## src/pte_pkg.sv

```systemverilog
// Shared types, widths and register codes for the trajectory polynomial evaluator.
// No dependencies; every other file refers to this package by scoped names.
package pte_pkg;

  // Field and datapath widths
  localparam int TIME_W    = 16;  // unsigned Q4.12 sample time
  localparam int TIME_FRAC = 12;
  localparam int CFG_W     = 32;  // widest configuration register
  localparam int CFG_IDX_W = 3;
  localparam int COEF_W    = 38;  // Q16.16 coefficient times a weight up to 60
  localparam int ACC_W     = 53;  // Horner accumulator, magnitude below 2^52
  localparam int OUT_W     = 48;  // signed Q32.16 results
  localparam int PROD_W    = ACC_W + TIME_W + 1;

  // Lanes: position, velocity, acceleration, jerk
  localparam int NUM_LANES  = 4;
  localparam int NUM_ORDERS = 6;
  localparam int NUM_CELLS  = NUM_ORDERS - 1;

  localparam int LANE_POS  = 0;
  localparam int LANE_VEL  = 1;
  localparam int LANE_ACC  = 2;
  localparam int LANE_JERK = 3;

  // Configuration register indexes
  localparam logic [CFG_IDX_W-1:0] REG_COEF_ZERO   = 3'd0;
  localparam logic [CFG_IDX_W-1:0] REG_COEF_ONE    = 3'd1;
  localparam logic [CFG_IDX_W-1:0] REG_COEF_TWO    = 3'd2;
  localparam logic [CFG_IDX_W-1:0] REG_COEF_THREE  = 3'd3;
  localparam logic [CFG_IDX_W-1:0] REG_COEF_FOUR   = 3'd4;
  localparam logic [CFG_IDX_W-1:0] REG_COEF_FIVE   = 3'd5;
  localparam logic [CFG_IDX_W-1:0] REG_DEGREE_MODE = 3'd6;

  // Degree mode codes
  localparam logic DEGREE_QUARTIC = 1'b0;
  localparam logic DEGREE_QUINTIC = 1'b1;

  // Rounding constant: one half in the dropped time fraction
  localparam logic signed [PROD_W-1:0] ROUND_HALF = PROD_W'(1) <<< (TIME_FRAC - 1);

  localparam logic signed [ACC_W-1:0] OUT_MAX_EXT = ACC_W'((64'sd1 <<< (OUT_W - 1)) - 1);
  localparam logic signed [ACC_W-1:0] OUT_MIN_EXT = -(ACC_W'(64'sd1 <<< (OUT_W - 1)));

  typedef logic [NUM_LANES-1:0][COEF_W-1:0] coef_row_t;
  typedef coef_row_t [NUM_ORDERS-1:0]       coef_tab_t;
  typedef logic [NUM_LANES-1:0][ACC_W-1:0]  lanes_t;

  // Control that travels along the chain next to the accumulators
  typedef struct packed {
    logic              valid;
    logic [TIME_W-1:0] t;
  } stage_t;

  // Derivative weight of coefficient order (order + lane) in lane 'lane':
  // (order + lane)! / order!, e.g. 20 for the t^5 term of acceleration.
  function automatic int deriv_weight(int lane, int order);
    int w;
    w = 1;
    for (int i = 1; i <= lane; i++) begin
      w = w * (order + i);
    end
    return w;
  endfunction

endpackage

```

## src/pte_sat.sv

```systemverilog
// Output register: clamps each lane to the signed 48-bit range and flags clipping.
// Depends on pte_pkg.
module pte_sat (
  input  logic                      clk_i,
  input  logic                      rst_ni,
  input  logic                      en_i,
  input  logic                      valid_i,
  input  pte_pkg::lanes_t           acc_i,
  output logic                      valid_o,
  output logic [pte_pkg::OUT_W-1:0] position_o,
  output logic [pte_pkg::OUT_W-1:0] velocity_o,
  output logic [pte_pkg::OUT_W-1:0] acceleration_o,
  output logic [pte_pkg::OUT_W-1:0] jerk_o,
  output logic                      saturated_o
);

  logic                                             valid_q;
  logic [pte_pkg::NUM_LANES-1:0][pte_pkg::OUT_W-1:0] res_q;
  logic [pte_pkg::NUM_LANES-1:0][pte_pkg::OUT_W-1:0] res_d;
  logic [pte_pkg::NUM_LANES-1:0]                     clip;
  logic                                             sat_q;

  // Clamp each lane
  always_comb begin
    for (int l = 0; l < pte_pkg::NUM_LANES; l++) begin
      if ($signed(acc_i[l]) > pte_pkg::OUT_MAX_EXT) begin
        res_d[l] = pte_pkg::OUT_MAX_EXT[pte_pkg::OUT_W-1:0];
        clip[l]  = 1'b1;
      end else if ($signed(acc_i[l]) < pte_pkg::OUT_MIN_EXT) begin
        res_d[l] = pte_pkg::OUT_MIN_EXT[pte_pkg::OUT_W-1:0];
        clip[l]  = 1'b1;
      end else begin
        res_d[l] = acc_i[l][pte_pkg::OUT_W-1:0];
        clip[l]  = 1'b0;
      end
    end
  end

  always_ff @(posedge clk_i or negedge rst_ni) begin
    if (!rst_ni) begin
      valid_q <= 1'b0;
    end else if (en_i) begin
      valid_q <= valid_i;
    end
  end

  // Hold the result while the consumer stalls
  always_ff @(posedge clk_i) begin
    if (en_i) begin
      res_q <= res_d;
      sat_q <= |clip;
    end
  end

  assign valid_o        = valid_q;
  assign position_o     = res_q[pte_pkg::LANE_POS];
  assign velocity_o     = res_q[pte_pkg::LANE_VEL];
  assign acceleration_o = res_q[pte_pkg::LANE_ACC];
  assign jerk_o         = res_q[pte_pkg::LANE_JERK];
  assign saturated_o    = sat_q;

endmodule

```

## config.mk

```make
export PLATFORM = sky130hd
export DESIGN_NAME = pte_sat
export DESIGN_NICKNAME = d
export VERILOG_FILES = /design/src/pte_pkg.sv /design/src/pte_sat.sv
export SDC_FILE = /design/constraint.sdc
export NUM_CORES = 1
export LEC_CHECK = 0
export ABC_CLOCK_PERIOD_IN_PS = 1680
export BUFFER_PORTS_ARGS = -buffer_cell sky130_fd_sc_hd__buf_2
export CORE_AREA = 2 2 159 161
export DETAILED_ROUTE_END_ITERATION = 8
export DIE_AREA = 0 0 161 163
export PLACE_DENSITY = 0.62
export REMOVE_ABC_BUFFERS = 1
export SLEW_MARGIN = 20
export SYNTH_ARGS = -nofsm -noshare
export SYNTH_HDL_FRONTEND = slang
export SYNTH_SLANG_ARGS = --single-unit
```

## constraint.sdc

```tcl
create_clock -name clk_i -period 1.68 [get_ports clk_i]
set_input_delay 0.168 -clock clk_i [delete_from_list [all_inputs] [get_ports clk_i]]
set_output_delay 0.168 -clock clk_i [all_outputs]
set_load 0.02 [all_outputs]
```

==> metrics.txt <==
status completed; Hold Slack 0.01815 ns; setup TNS after final layout 0 ns; initial antenna violation count 4; final core occ between 40 and 50%; number of synthesized register bits a little under 200; via count approximately 6000; Final period util approximately 93%; vias per cell around 4.5; final net count 1194; Tot GR Track Use between 10% and 20%; Final Hold Fails 0; GPL Wtd Cong ~0.8; Worst Max-Slew Pin Slew 0.8095 ns; max-cap violations 0; vias in the first global route between 6000 and 7000; Multi-input gate area roughly 1700 sq um; final WL 23380 microns; initial core utilization between 30% and 40%; Crit Reg-Reg Startpoint valid_o; Final HPWL DP around 16000 microns; average wire per standard cell ~18 microns; Data required, critical path 1.98 ns; DRT Pass-1 Iters 5; worst hold path depth 2; Hold Path Sink position_o[15]; DRC viols 0; CTS Buf Count 17; Final setup violation count 0; fraction of layout cells with a size suffix above 1 48.34%; # rows 58; post-CTS setup buffers 0; largest net degree at the start of global routing 49; Mapped Avg Cell Area approximately 17 sq um; crit path launch type input pin; Rel. slew slack 45.91%; I/O pin total 410; Filler cells 2205; CP arrival around 1.9 ns; CTS Root Cell clkbuf_16; final slew viol count 0; worst reg2reg path endpoint valid_o; CP Max Fanout 24; GRT overflow 0; Mapped Area slightly below 8000 sq um; minimum period implied by the final worst setup slack 1.565 ns; first-pass GRT wire length 34250 microns; CP endpoint kind flop; Worst-path clk slew 0.07 ns; FF-to-FF path depth 1; Sink Count 194; post-synthesis cell type count 18; critical path type input pin to flop; Hold Crit Class input pin to flop; Max clock buf depth 2; core region area approximately 25000 sq um; RSZ-0062 raised after global routing no; Post-Layout Cell Count 1324; Static Leakage between 5 and 6 nW; die footprint 26240 sq um; flop-to-flop setup slack between 0.9 and 1 ns; dpl cells about 1200; Die Wd around 160 microns; f_max between 0.6 and 0.7 GHz; Synth Warn # 0; Buffers on Ports between 400 and 500; Hold Crit Start acc_i[15]; cells after synthesis between 400 and 500; die height 163 microns; CTS tree yes; post-synthesis sequential area ratio 75.78%; worst vdd ir 0.0005246 V; PwrDens ~1000 nW/um^2; H-tree levels 4; Worst-Skew Late Latency around 0.43 ns; area grow syn2layout 56.67%; Register Area roughly 5800 sq um; Detail Route Antenna Nets 0; Initial DRC Count a little under 500; Max Clock Skew 0 ns
sequential cells by signal (all words and copies together) (netlist names):
name            cells
saturated_o         1
acceleration_o     48
position_o         48
jerk_o             48
velocity_o         48
valid_o             1
report_power, final:
part / switching, mW / internal [mW]
Combinational: 1.25 / 0.909
Clock: 1.99 / 2.13
Sequential: 0.112 / 5.82
cell usage in the layout, fill, tap and decap left out:
cell type / instances
clkbuf_8: 1
nor3_2: 4
clkbuf_1: 1
clkinvlp_4: 1
nor4_2: 1
mux2_2: 1
bufinv_16: 1
edfxtp_1: 193
inv_8: 2
clkbuf_16: 17
buf_2: 408
o21ai_4: 4
nand2_1: 5
buf_4: 13
a21oi_2: 1
nand3_1: 4
buf_12: 11
inv_6: 5
clkinv_8: 2
dfrtp_1: 1
diode_2: 3
dlygate4sd3_1: 115
and4_1: 1
o21a_1: 47
nor2_1: 4
a21o_1: 141
clkinv_4: 3
a21oi_4: 4
area by class of cell:
class,count,share of cell area (%)
flip-flops and latches,194,48.37
repair buffers,548,29.29
multi-input cells,217,13.93
clock buffers,18,3.566
well taps,330,3.431
clock inverters,14,1.352
diodes,3,0.06238
worst max-delay path, stage by stage:
cell,delay [ns]
dlygate4sd3_1,0.52
buf_2,0.16
a21oi_4,0.63
buf_12,0.24
o21a_1,0.12
per-layer routing:
layer  global-route usage (%)  vias to the layer above  part of all wire, %
met3                    5.500                       40                  7.9
met2                    30.16                      289                   52
met5                        0                        -                 0.11
li1                         -                     2800                    -
met4                    6.331                        4                  2.5
met1                    19.55                     2876                   38
repair_timing:
item                                    in CTS  in global routing
hold endpoints to repair                   113                  2
resized for setup                            0                  0
endpoints found under the setup margin       0                  8
hold buffers                               113                  2
cells by family (layout without fill, tap and decap cells):
logic type / Yosys count / after routing / synth area share, %
flops: 194 / 194 / 75.78
compound gates: 196 / 197 / 19.09
other cells: 0 / 3 / 0
mux: 1 / 1 / 0.1466
simple gates: 19 / 19 / 1.499
buf+inv: 44 / 580 / 3.486
synth_stat cells, drive strengths merged:
cell | instances | area share (%)
nand2 | 5 | 0.24
a21o | 141 | 14
nor2 | 4 | 0.20
dfrtp | 1 | 0.33
o21ai | 4 | 0.26
o21a | 47 | 4.6
clkbuf | 8 | 0.39
buf | 36 | 3.1
nand3 | 4 | 0.26
a21oi | 4 | 0.46
mux2 | 1 | 0.15
nor3 | 4 | 0.52
and4 | 1 | 0.11
nor4 | 1 | 0.16
edfxtp | 193 | 75
worst max path at each step:
stage / startpoint / to / slack, ns
6_report: acc_i[158] / acceleration_o[12] / 0.11
5_1_grt: acc_i[158] / acceleration_o[20] / 0.02
4_1_cts: acc_i[105] / velocity_o[35] / 0.03
3_5_place_dp: acc_i[102] / velocity_o[35] / 0.08
3_3_place_gp: acc_i[102] / velocity_o[31] / 0.13
2_1_floorplan: acc_i[156] / saturated_o / -0.82
stage by stage:
stage / power [mW] / setup slack, ns / instance area [sq um]
floorplan: 6.983 / -0.8223 / 7413
global placement: 7.964 / 0.1334 / 10270
detailed placement: 7.986 / 0.07966 / 10270
CTS: 12.34 / 0.02711 / 12000
global route: 12.71 / 0.01620 / 12030
finish: 12.20 / 0.1146 / 12030
Power figures use the tool's default switching activity.
